`src/sv/stpd_pkg.sv`:
```
// Shared types, codes and item field positions for the soft timer dispatcher.
`default_nettype none
package stpd_pkg;

  localparam int SLOTS_DEF  = 16;
  localparam int LEVELS_DEF = 4;

  localparam logic [15:0] NO_ID       = 16'hFFFF;
  localparam logic [1:0]  LEVEL_NORM  = 2'd1;
  localparam int          ACT_W       = 5;
  localparam int          ACT_MAX     = 31;

  localparam int IN_DATA_W  = 88;
  localparam int IN_USER_W  = 4;
  localparam int OUT_DATA_W = 88;
  localparam int OUT_USER_W = 1;

  // input tdata positions
  localparam int I_TAG_LO  = 0;
  localparam int I_ID_LO   = 32;
  localparam int I_BYTAG   = 48;
  localparam int I_PER_LO  = 49;
  localparam int I_LVL_LO  = 81;
  localparam int I_ONE     = 83;
  // input tuser positions
  localparam int I_OP_LO   = 0;
  localparam int I_KIND    = 3;

  // output tdata positions
  localparam int O_OK      = 0;
  localparam int O_GID_LO  = 1;
  localparam int O_DISP    = 17;
  localparam int O_TAG_LO  = 18;
  localparam int O_ACT_LO  = 50;
  localparam int O_NOW_LO  = 55;

  typedef enum logic [2:0] {
    OP_TICK     = 3'd0,
    OP_START    = 3'd1,
    OP_STOP     = 3'd2,
    OP_SUSPEND  = 3'd3,
    OP_RESUME   = 3'd4,
    OP_DISPATCH = 3'd5
  } op_t;

  typedef enum logic [1:0] {
    MODE_STOPPED   = 2'd0,
    MODE_RUNNING   = 2'd1,
    MODE_SUSPENDED = 2'd2
  } mode_t;

endpackage
`default_nettype wire

```
`src/sv/stpd_active.sv`:
```
// Saturating count of live timer slots, registered.
`default_nettype none
module stpd_active #(
  parameter int SLOTS = stpd_pkg::SLOTS_DEF
) (
  input  wire logic                      clk,
  input  wire logic [SLOTS-1:0]          live,
  output logic [stpd_pkg::ACT_W-1:0]     active_r
);
  import stpd_pkg::*;

  localparam int CW = $clog2(SLOTS + 1);

  logic [CW-1:0]    sum;
  logic [ACT_W-1:0] active_nxt;

  always_comb begin
    sum = '0;
    for (int i = 0; i < SLOTS; i++) sum = sum + CW'(live[i]);
    if (32'(sum) > ACT_MAX) active_nxt = ACT_W'(ACT_MAX);
    else active_nxt = ACT_W'(sum);
  end

  always_ff @(posedge clk) begin
    active_r <= active_nxt;
  end
endmodule
`default_nettype wire

```
`src/sv/soft_timer_priority_dispatcher_unit.sv`:
```
// Top level: timer slot table, per-level ready queues and the command sequencer.
//
//  channel | ports                          | contents
//  in      | in_tvalid/in_tready/in_tdata/  | one command item (tick, start, stop,
//          | in_tuser                       |   suspend, resume, dispatch)
//  out     | out_tvalid/out_tready/out_tdata| one result item per command
//          | /out_tuser                     |
//
// Tick walks every slot, one per cycle. Start walks to the first stopped slot;
// stop, suspend and resume to the matching slot. If the slot is queued, all
// slots are swept once to close the gap. Dispatch finds the top head, then sweeps.
// Queue order is kept as a per-slot position; one compare/decrement unit serves.
// Reset (rst_n low, synchronous) stops every slot and empties every queue.
// in_tready is high only while idle; a held result lets the next item in but
// holds that item in its last step until out_tready.
`default_nettype none
module soft_timer_priority_dispatcher_unit #(
  parameter int SLOTS           = stpd_pkg::SLOTS_DEF,
  parameter int PRIORITY_LEVELS = stpd_pkg::LEVELS_DEF
) (
  input  wire logic                                clk,
  input  wire logic                                rst_n,
  input  wire logic                                in_tvalid,
  output logic                                     in_tready,
  // handle_tag, lookup_id, by_tag, period, level, single_shot, zero pad
  input  wire logic [stpd_pkg::IN_DATA_W-1:0]      in_tdata,
  // op, kind
  input  wire logic [stpd_pkg::IN_USER_W-1:0]      in_tuser,
  output logic                                     out_tvalid,
  input  wire logic                                out_tready,
  // ok, given_id, dispatched, out_tag, active_slots, now_ticks, zero pad
  output logic [stpd_pkg::OUT_DATA_W-1:0]          out_tdata,
  // out_kind
  output logic [stpd_pkg::OUT_USER_W-1:0]          out_tuser
);
  import stpd_pkg::*;

  localparam int SW = (SLOTS > 1) ? $clog2(SLOTS) : 1;
  localparam int CW = $clog2(SLOTS + 1);
  localparam logic [SW-1:0] LAST = SW'(SLOTS - 1);

  typedef enum logic [3:0] {
    S_IDLE, S_TICK, S_FREE, S_FIND, S_DISPQ, S_DROP, S_APPLY, S_WRAP, S_LOAD
  } state_t;

  state_t state_r;

  mode_t       mode_r  [SLOTS];
  logic [31:0] tag_r   [SLOTS];
  logic [31:0] per_r   [SLOTS];
  logic [31:0] cnt_r   [SLOTS];
  logic [3:0]  flags_r [SLOTS];
  logic [15:0] ident_r [SLOTS];
  logic        qv_r    [SLOTS];
  logic [SW-1:0] qpos_r [SLOTS];
  logic [CW-1:0] qcnt_r [4];

  logic [15:0] idc_r;
  logic [31:0] now_r;

  op_t         op_r;
  logic [31:0] itag_r, iper_r;
  logic [15:0] iid_r;
  logic        ibytag_r, ione_r, ikind_r;
  logic [1:0]  ilvl_r;

  logic [SW-1:0] idx_r, hit_r, dk_r;
  logic [1:0]    dl_r;
  logic          ok_r, disp_r, okind_r;
  logic [15:0]   gid_r;
  logic [31:0]   otag_r;

  logic                  out_tvalid_r;
  logic [OUT_DATA_W-1:0] out_tdata_r;
  logic [OUT_USER_W-1:0] out_tuser_r;

  logic [SLOTS-1:0]  live;
  logic [ACT_W-1:0]  active;

  always_comb begin
    for (int i = 0; i < SLOTS; i++) live[i] = (mode_r[i] != MODE_STOPPED);
  end

  stpd_active #(.SLOTS(SLOTS)) u_active (
    .clk      (clk),
    .live     (live),
    .active_r (active)
  );

  // slot at the walk index
  mode_t       cur_mode;
  logic [1:0]  cur_lvl;
  logic [31:0] cur_dec;
  logic        cur_lvl_ok, cur_match;
  logic [1:0]  top_lvl;
  logic        top_found;

  always_comb begin
    cur_mode   = mode_r[idx_r];
    cur_lvl    = flags_r[idx_r][1:0];
    cur_lvl_ok = (int'(cur_lvl) < PRIORITY_LEVELS);
    cur_dec    = cnt_r[idx_r] - 32'd1;
    cur_match  = (cur_mode != MODE_STOPPED) &&
                 (ibytag_r ? (tag_r[idx_r] == itag_r) : (ident_r[idx_r] == iid_r));
    top_lvl    = '0;
    top_found  = 1'b0;
    for (int l = 0; l < 4; l++) begin
      if (l < PRIORITY_LEVELS && qcnt_r[l] != '0) begin
        top_lvl   = 2'(l);
        top_found = 1'b1;
      end
    end
  end

  assign in_tready  = (state_r == S_IDLE);
  assign out_tvalid = out_tvalid_r;
  assign out_tdata  = out_tdata_r;
  assign out_tuser  = out_tuser_r;

  always_ff @(posedge clk) begin
    if (!rst_n) begin
      state_r      <= S_IDLE;
      out_tvalid_r <= 1'b0;
      idc_r        <= 16'd1;
      now_r        <= '0;
      for (int i = 0; i < SLOTS; i++) begin
        mode_r[i]  <= MODE_STOPPED;
        tag_r[i]   <= '0;
        per_r[i]   <= '0;
        cnt_r[i]   <= '0;
        flags_r[i] <= {2'b00, LEVEL_NORM};
        ident_r[i] <= NO_ID;
        qv_r[i]    <= 1'b0;
      end
      for (int l = 0; l < 4; l++) qcnt_r[l] <= '0;
    end else begin
      if (out_tvalid_r && out_tready && state_r != S_LOAD) out_tvalid_r <= 1'b0;
      unique case (state_r)
        S_IDLE: begin
          if (in_tvalid) begin
            op_r     <= op_t'(in_tuser[I_OP_LO +: 3]);
            ikind_r  <= in_tuser[I_KIND];
            itag_r   <= in_tdata[I_TAG_LO +: 32];
            iid_r    <= in_tdata[I_ID_LO +: 16];
            ibytag_r <= in_tdata[I_BYTAG];
            iper_r   <= in_tdata[I_PER_LO +: 32];
            ilvl_r   <= in_tdata[I_LVL_LO +: 2];
            ione_r   <= in_tdata[I_ONE];
            idx_r    <= '0;
            ok_r     <= 1'b0;
            disp_r   <= 1'b0;
            gid_r    <= '0;
            otag_r   <= '0;
            okind_r  <= 1'b0;
            unique case (in_tuser[I_OP_LO +: 3])
              OP_TICK: begin
                now_r   <= now_r + 32'd1;
                state_r <= S_TICK;
              end
              OP_START: state_r <= S_FREE;
              OP_STOP, OP_SUSPEND, OP_RESUME: state_r <= S_FIND;
              OP_DISPATCH: begin
                dl_r    <= top_lvl;
                dk_r    <= '0;
                state_r <= top_found ? S_DISPQ : S_WRAP;
              end
              default: state_r <= S_WRAP;
            endcase
          end
        end
        S_TICK: begin
          if (cur_mode == MODE_RUNNING && cnt_r[idx_r] != '0) begin
            if (cur_dec == '0 && cur_lvl_ok) begin
              if (!qv_r[idx_r]) begin
                qv_r[idx_r]     <= 1'b1;
                qpos_r[idx_r]   <= SW'(qcnt_r[cur_lvl]);
                qcnt_r[cur_lvl] <= qcnt_r[cur_lvl] + CW'(1);
              end
              if (flags_r[idx_r][2]) begin
                mode_r[idx_r] <= MODE_STOPPED;
                cnt_r[idx_r]  <= cur_dec;
              end else begin
                cnt_r[idx_r] <= per_r[idx_r];
              end
            end else begin
              cnt_r[idx_r] <= cur_dec;
            end
          end
          if (idx_r == LAST) state_r <= S_WRAP;
          else idx_r <= idx_r + SW'(1);
        end
        S_FREE: begin
          if (cur_mode == MODE_STOPPED) begin
            hit_r <= idx_r;
            if (qv_r[idx_r]) begin
              qv_r[idx_r]     <= 1'b0;
              qcnt_r[cur_lvl] <= qcnt_r[cur_lvl] - CW'(1);
              dl_r            <= cur_lvl;
              dk_r            <= qpos_r[idx_r];
              idx_r           <= '0;
              state_r         <= S_DROP;
            end else begin
              state_r <= S_APPLY;
            end
          end else if (idx_r == LAST) begin
            gid_r   <= NO_ID;
            state_r <= S_WRAP;
          end else begin
            idx_r <= idx_r + SW'(1);
          end
        end
        S_FIND: begin
          if (cur_match) begin
            hit_r <= idx_r;
            // a found slot ends the search even when its mode refuses the op
            if (op_r == OP_RESUME) begin
              if (cur_mode == MODE_SUSPENDED) begin
                ok_r    <= 1'b1;
                state_r <= S_APPLY;
              end else begin
                state_r <= S_WRAP;
              end
            end else if (op_r == OP_SUSPEND && cur_mode != MODE_RUNNING) begin
              state_r <= S_WRAP;
            end else begin
              ok_r <= 1'b1;
              if (qv_r[idx_r]) begin
                qv_r[idx_r]     <= 1'b0;
                qcnt_r[cur_lvl] <= qcnt_r[cur_lvl] - CW'(1);
                dl_r            <= cur_lvl;
                dk_r            <= qpos_r[idx_r];
                idx_r           <= '0;
                state_r         <= S_DROP;
              end else begin
                state_r <= S_APPLY;
              end
            end
          end else if (idx_r == LAST) begin
            state_r <= S_WRAP;
          end else begin
            idx_r <= idx_r + SW'(1);
          end
        end
        S_DISPQ: begin
          if (qv_r[idx_r] && cur_lvl == dl_r && qpos_r[idx_r] == '0) begin
            qv_r[idx_r]  <= 1'b0;
            qcnt_r[dl_r] <= qcnt_r[dl_r] - CW'(1);
            ok_r         <= 1'b1;
            disp_r       <= 1'b1;
            otag_r       <= tag_r[idx_r];
            okind_r      <= flags_r[idx_r][3];
            idx_r        <= '0;
            state_r      <= S_DROP;
          end else if (idx_r == LAST) begin
            state_r <= S_WRAP;
          end else begin
            idx_r <= idx_r + SW'(1);
          end
        end
        S_DROP: begin
          // close the gap behind the removed entry
          if (qv_r[idx_r] && cur_lvl == dl_r && qpos_r[idx_r] > dk_r)
            qpos_r[idx_r] <= qpos_r[idx_r] - SW'(1);
          if (idx_r == LAST) state_r <= S_APPLY;
          else idx_r <= idx_r + SW'(1);
        end
        S_APPLY: begin
          unique case (op_r)
            OP_START: begin
              tag_r[hit_r]   <= itag_r;
              per_r[hit_r]   <= iper_r;
              cnt_r[hit_r]   <= iper_r;
              mode_r[hit_r]  <= MODE_RUNNING;
              flags_r[hit_r] <= {ikind_r, ione_r, ilvl_r};
              ident_r[hit_r] <= idc_r;
              gid_r          <= idc_r;
              ok_r           <= 1'b1;
              idc_r          <= (idc_r == 16'hFFFF) ? 16'd1 : idc_r + 16'd1;
            end
            OP_STOP: begin
              mode_r[hit_r]     <= MODE_STOPPED;
              tag_r[hit_r]      <= '0;
              per_r[hit_r]      <= '0;
              cnt_r[hit_r]      <= '0;
              flags_r[hit_r][2] <= 1'b0;
              ident_r[hit_r]    <= NO_ID;
            end
            OP_SUSPEND: mode_r[hit_r] <= MODE_SUSPENDED;
            OP_RESUME: begin
              mode_r[hit_r] <= MODE_RUNNING;
              cnt_r[hit_r]  <= per_r[hit_r];
            end
            default: ;
          endcase
          state_r <= S_WRAP;
        end
        S_WRAP: state_r <= S_LOAD;  // live count settles
        S_LOAD: begin
          if (!out_tvalid_r || out_tready) begin
            out_tvalid_r <= 1'b1;
            out_tdata_r  <= {1'b0, now_r, active, otag_r, disp_r, gid_r, ok_r};
            out_tuser_r  <= okind_r;
            state_r      <= S_IDLE;
          end
        end
        default: state_r <= S_IDLE;
      endcase
    end
  end
endmodule
`default_nettype wire

```
`config.mk`:
```
export PLATFORM = sky130hd
export DESIGN_NAME = soft_timer_priority_dispatcher_unit
export DESIGN_NICKNAME = d
export VERILOG_FILES = /design/src/sv/stpd_pkg.sv /design/src/sv/stpd_active.sv /design/src/sv/soft_timer_priority_dispatcher_unit.sv
export SDC_FILE = /design/constraint.sdc
export NUM_CORES = 2
export LEC_CHECK = 0
export BUFFER_PORTS_ARGS = -buffer_cell sky130_fd_sc_hd__clkbuf_2
export CORE_ASPECT_RATIO = 0.9
export CORE_MARGIN = 5
export CORE_UTILIZATION = 40
export DETAILED_ROUTE_END_ITERATION = 12
export HOLD_SLACK_MARGIN = 0.06
export MAX_ROUTING_LAYER = met4
export SYNTH_ARGS = -nofsm -noshare
export SYNTH_HDL_FRONTEND = slang
export SYNTH_SLANG_ARGS = --single-unit
export TNS_END_PERCENT = 100
```
`constraint.sdc`:
```
create_clock -name clk -period 9.9 [get_ports clk]
set_clock_uncertainty 0.05 [all_clocks]
set_input_delay 0.99 -clock clk [delete_from_list [all_inputs] [get_ports clk]]
set_output_delay 0.99 -clock clk [all_outputs]
set_load 0.05 [all_outputs]
```
* Word level (Yosys, flattened, before mapping)
Memory sizes are Yosys's and may differ from the RTL's. A register that Yosys moved wholly into a read port is not among the register bits.
Index checks and enable logic that the tools add are counted.
** Cells by class
- Reduce and logical (&&, ||, !) cells :: 67
- Bitwise gates (word level) :: 17
- Muxes and demuxes :: 192
- Eq/ne operators :: 42
- $add $sub $neg :: 23
- $lt $le $gt $ge :: 1
** Operators by type and width (number)
- 32-bit two-way mux :: 12
- 4-bit two-way mux :: 46
- 32-bit OR reduction :: 4
- 16-bit two-way mux :: 7
- 1-bit two-way mux :: 92
- 5-bit by 1-bit adder with 5-bit output :: 14
- 32-bit one-hot mux with 2 select lines :: 1
- 16-bit one-hot mux with 3 select lines :: 1
- 2-bit two-way mux :: 20
- 2-bit nonzero test :: 19
- 4-bit one-hot mux with 9 select lines :: 1
- 32-bit by 1-bit adder with 32-bit output (second input constant) :: 1
- 32-bit equality test :: 1
- 32-bit zero test :: 1
- 32-bit nonzero test :: 1
- 32-bit by 1-bit subtractor with 32-bit output (second input constant) :: 1
- 5-bit nonzero test :: 5
- 2-bit inequality test (second input constant) :: 11
- 5-bit two-way mux :: 4
- 4-bit one-hot mux with 5 select lines :: 1
- 1-bit OR :: 17
- 16-bit by 1-bit adder with 16-bit output (second input constant) :: 1
- 16-bit equality test :: 1
- 16-bit equality test (second input constant) :: 1
- other kinds (45) :: 79
** Storage, ports and cells
- Memories :: 9
- Flip-flop bits (word level) :: 299
- Input bits :: 96
- RAM bits :: 1988
** Memory list
- cnt_r :: words 16, width 32, read ports 1, clocked after Yosys merged registers in 1, write ports 16, RTL line soft_timer_priority_dispatcher_unit.sv:51 : logic [31:0] cnt_r [SLOTS];
- per_r :: words 16, width 32, read ports 2, clocked after Yosys merged registers in 2, write ports 16, RTL line soft_timer_priority_dispatcher_unit.sv:50 : logic [31:0] per_r [SLOTS];
- tag_r :: words 16, width 32, read ports 1, clocked after Yosys merged registers in 1, write ports 16, RTL line soft_timer_priority_dispatcher_unit.sv:49 : logic [31:0] tag_r [SLOTS];
- ident_r :: words 16, width 16, read ports 1, clocked after Yosys merged registers in 1, write ports 16, RTL line soft_timer_priority_dispatcher_unit.sv:53 : logic [15:0] ident_r [SLOTS];
- flags_r :: words 16, width 4, read ports 1, clocked after Yosys merged registers in 1, write ports 16, RTL line soft_timer_priority_dispatcher_unit.sv:52 : logic [3:0] flags_r [SLOTS];
- qpos_r :: words 16, width 4, read ports 1, clocked after Yosys merged registers in 1, write ports 1, RTL line soft_timer_priority_dispatcher_unit.sv:55 : logic [SW-1:0] qpos_r [SLOTS];
- 3 more memories

* Depth between registers and ports, before layout
An unclocked memory read counts as a cell.
- Depth after elaboration :: 17
- Gate-level depth with buffers :: 25

* Hierarchy
From an unflattened synthesis, not the netlist that was laid out.
** Second synthesis, totals
- Cell total of the unflattened synthesis :: 7211
- Area, all modules :: 103919.7 µm²
** By module, submodules not included
- soft_timer_priority_dispatcher_unit :: area an instance 103345.4 µm², cells each 7153, times used 1
- stpd_active :: area an instance 574.3 µm², cells each 58, times used 1

* Worst setup path before layout
No wires, ideal clock.
- Kind :: input to register
- From :: input port rst_n
- To :: register out_tdata_r[0], in the netlist out_tdata[0], enable pin
- Stages on the path :: 4
- Buffers on the path :: 1
- Arrival :: 7.614 ns
- Slack :: 1.592 ns
- Setup time :: 0.643 ns
- Required time :: 9.207 ns
- Cells stage by stage :: clkbuf_1 > inv_1 > or3_1 > nor3_1
** On the way
- Longest elaborated chain between the ends :: 1
** RTL lines
- start: declaration :: RTL line soft_timer_priority_dispatcher_unit.sv:22 : input wire logic rst_n,
- 3-bit AND reduction (no line)
- end signal: assignment :: RTL line soft_timer_priority_dispatcher_unit.sv:301 : out_tdata_r <= {1'b0, now_r, active, otag_r, disp_r, gid_r, ok_r};
- end: declaration :: RTL line soft_timer_priority_dispatcher_unit.sv:74 : logic [OUT_DATA_W-1:0] out_tdata_r;
Every way passes these cells.
A chain may end at the register's enable or synchronous reset.

==> flow_summary_export.csv <==
group,metric,value,unit
power_and_ir_drop,p_total,28.7,mW
route,vias,65300,
clock_tree,cts-buffers-inserted,235,
critical_path,cp_max_fo,36,
finish,area_growth,12.0,%
floorplanning,fp.dieArea,269000,um^2
clock_tree,clk_pin_slew,0.07,ns
logic_synthesis,ys_seq_elements,2297,
route,wl_per_cell,30.4,um
grt,antenna_found_initial,9,
finish,final_area,116000,um^2
route,drc,0,
critical_path,crit_path_start_kind,"register",
finish,drive_gt1_frac,0.210,
critical_path,worstSetupPathType,"reg -> reg",
min_path,hold_class,"in -> reg",
critical_path,arrival,8.02,ns
critical_path,endpoint_kind,"register",
min_path,hold_path_depth,1,
floorplanning,coreArea,258000,um^2
clock_tree,worstSkewPairLatency,0.95,ns
route,antenna_left,0,
placement,place.gp.congestion,0.900,
sta,finalSetupTns,0,ns
placement,dp_hpwl,184,mm
route,wl,327,mm
route,vias_per_cell,6.07,
finish,utilization,0.450,
route,dr.pass1.iters,6,
sta,period_share,0.752,
sta,final_hold_viol_count,0,
grt,grt_max_degree,100,
logic_synthesis,ys_warn_count,0,
logic_synthesis,netlist.top_cell.by_area,"edfxtp_1",
finish,fin_nets,7293,
placement,portBuffers,181,
logic_synthesis,yosys_most_used_dff,"edfxtp_1",
critical_path,crit_required,10.48,ns
critical_path,worst_r2r_path_depth,13,
logic_synthesis,synth-seq-area-share,0.658,
clock_tree,cts_hold_buf,0,
grt,globalRouteTotalUtil,0.245,
clock_tree,cts.sinks,2297,
clock_tree,cts_tree,"yes",
route,drt_iter0_drc,9977,
power_and_ir_drop,p_leak,38.1,nW
clock_tree,clock_path_buffers,4,
clock_tree,cts.repair.resized,0,
logic_synthesis,syn_area,104000,um^2
floorplanning,io-pin-count,187,
logic_synthesis,syn_nets,7224,
placement,preCtsSetupSlack,2.52,ns
outcome,status,"completed",
clock_tree,clockRootBuffer,"clkbuf_16",
clock_tree,htreeDepth,4,
sta,setup_viol,0,
logic_synthesis,synth_edf_count,2213,
sta,min_period,7.45,ns
grt,grt_first_pass_wirelength,468,mm
floorplanning,die_w,546,um
sta,rsz0062_at_grt,"false",
floorplanning,start_util,0.401,
power_and_ir_drop,powerDensity,247,nW/um^2
run,drv_cap,0,
clock_tree,postCtsSetupBuffers,0,
logic_synthesis,yosys.area.top_type_share,0.642,
sta,fmax,134,MHz
sta,fin_ws,2.45,ns
placement,place_area,109000,um^2
grt,grt_pass1_vias,64000,
critical_path,regToRegSetupSlack,2.45,ns
sta,tightest_slew,1.36,ns
logic_synthesis,syn-instance-count,7095,
sta,slew_headroom,0.0806,
power_and_ir_drop,ir_drop,0.183,mV
logic_synthesis,synthTopCellsByArea,"edfxtp_1, mux4_2, nor2_1",
floorplanning,rows,177,
logic_synthesis,async_flop_share,0,
logic_synthesis,synth_area_per_cell,14.6,um^2
floorplanning,floorplan.die.height,493,um
logic_synthesis,yosysUniqueCellTypes,80,
grt,overflow,0,
sta,slew_violations,0,
critical path, cell delays in order, from the launching register on:
cell	delay, ns
dfxtp_4	0.84
buf_4	0.45
buf_4	0.41
mux4_2	0.56
a22o_1	0.31
or2_1	0.37
nor3_1	0.85
xor2_1	0.51
or4_1	0.58
or4_1	0.48
nor4_4	0.29
buf_4	0.57
o311a_1	0.74
nor2_1	0.10
through the flow:
step / cells / hold slack [ns]
after floorplan: 7095 / 0.336
after global placement: 10300 / 0.350
after detailed placement: 10300 / 0.348
after CTS: 10800 / 0.114
after global routing: 10800 / 0.139
final: 10800 / 0.157
sequential cells by signal (all words and copies together), names as in the netlist, 5 cells and up, named ones only:
register           cells
u_active.active_r      5
gid_r                 16
tag_r                512
mode_r                32
cnt_r                512
qcnt_r                20
per_r                512
itag_r                32
iper_r                32
now_r                 32
idc_r                 16
out_tdata             87
ident_r              256
otag_r                32
iid_r                 16
flags_r               64
qv_r                  16
qpos_r                64
logic make-up (layout without fill, tap and decap cells):
group | Yosys count | in the layout | synth area share
buffers and inverters | 608 | 865 | 0.0250
other | 1 | 8 | 0.0000362
multiplexers | 833 | 833 | 0.163
AND/OR/NAND/NOR | 2769 | 2769 | 0.111
XOR/XNOR | 141 | 141 | 0.0119
AO/OA/AOI/OAI | 413 | 413 | 0.0266
flip-flops | 2297 | 2297 | 0.658
adder cells (fa/ha/maj) | 33 | 33 | 0.00471
area by class of cell:
class,instances,area [um^2]
Antenna cell,7,17.5
Clock buffer,296,6180
Clock inverter,129,1220
Fill cell,22600,142000
Inverter,45,176
Multi-Input combinational cell,4190,33300
Sequential cell,2297,68200
Tap cell,3401,4260
Timing Repair Buffer,395,2700
report_power, final:
group | total (mW) | switching, mW | internal (mW) | leakage, nW
clock | 8.76 | 3.79 | 4.97 | 3.63
sequential | 11.5 | 0.394 | 11.1 | 22.2
combinational | 8.38 | 5.29 | 3.10 | 12.3
total | 28.7 | 9.47 | 19.2 | 38.1
path summary, 6_finish.rpt:
| kind | to | startpoint |
|---|---|---|
| max reg2reg | cnt_r[14][1] | register |
| min reg2reg | out_tdata[54] | u_active.active_r[4] |
| max | cnt_r[14][1] | register |
| min | itag_r[0] | in_tdata[0] |
Yosys cell counts (11+ instances only):
master,n
a21o_1,16
a21oi_1,118
a221oi_1,41
a22oi_1,47
a31oi_1,11
a32oi_1,12
and2_1,72
and3_1,30
buf_1,45
buf_2,54
buf_4,15
buf_6,18
clkbuf_1,427
dfxtp_1,84
edfxtp_1,2213
ha_1,23
inv_1,41
mux2_2,11
mux2i_1,141
mux4_2,681
nand2_1,575
nand2b_1,27
nand3_1,72
nand4_1,24
nor2_1,1755
nor2b_1,22
nor3_1,61
nor4_1,19
o211ai_1,11
o21ai_0,73
or2_2,39
or3_1,28
xnor2_1,80
xor2_1,61
routing by layer:
layer	wire length (um)	vias to the layer above	global-route usage
li1	-	26700	-
met1	128000	33900	0.338
met2	150000	4059	0.370
met3	37300	660	0.0476
met4	11700	0	0.0790
met5	0	-	-
layout by cell type (no fill, tap or decap), types with 39 or more instances in the layout:
cell,count
or2_2,39
buf_4,200
dfxtp_1,76
clkbuf_1,55
nor3_1,60
a22oi_1,47
o21ai_0,57
edfxtp_1,2213
mux2i_1,140
xnor2_1,80
clkbuf_2,180
clkbuf_16,236
nand2_1,558
and2_1,72
nor2_1,1748
clkinv_2,43
a221oi_1,41
a21oi_1,118
clkinv_1,51
mux4_2,681
inv_1,41
xor2_1,61
nand3_1,63
(Power assumes the default switching activity.)
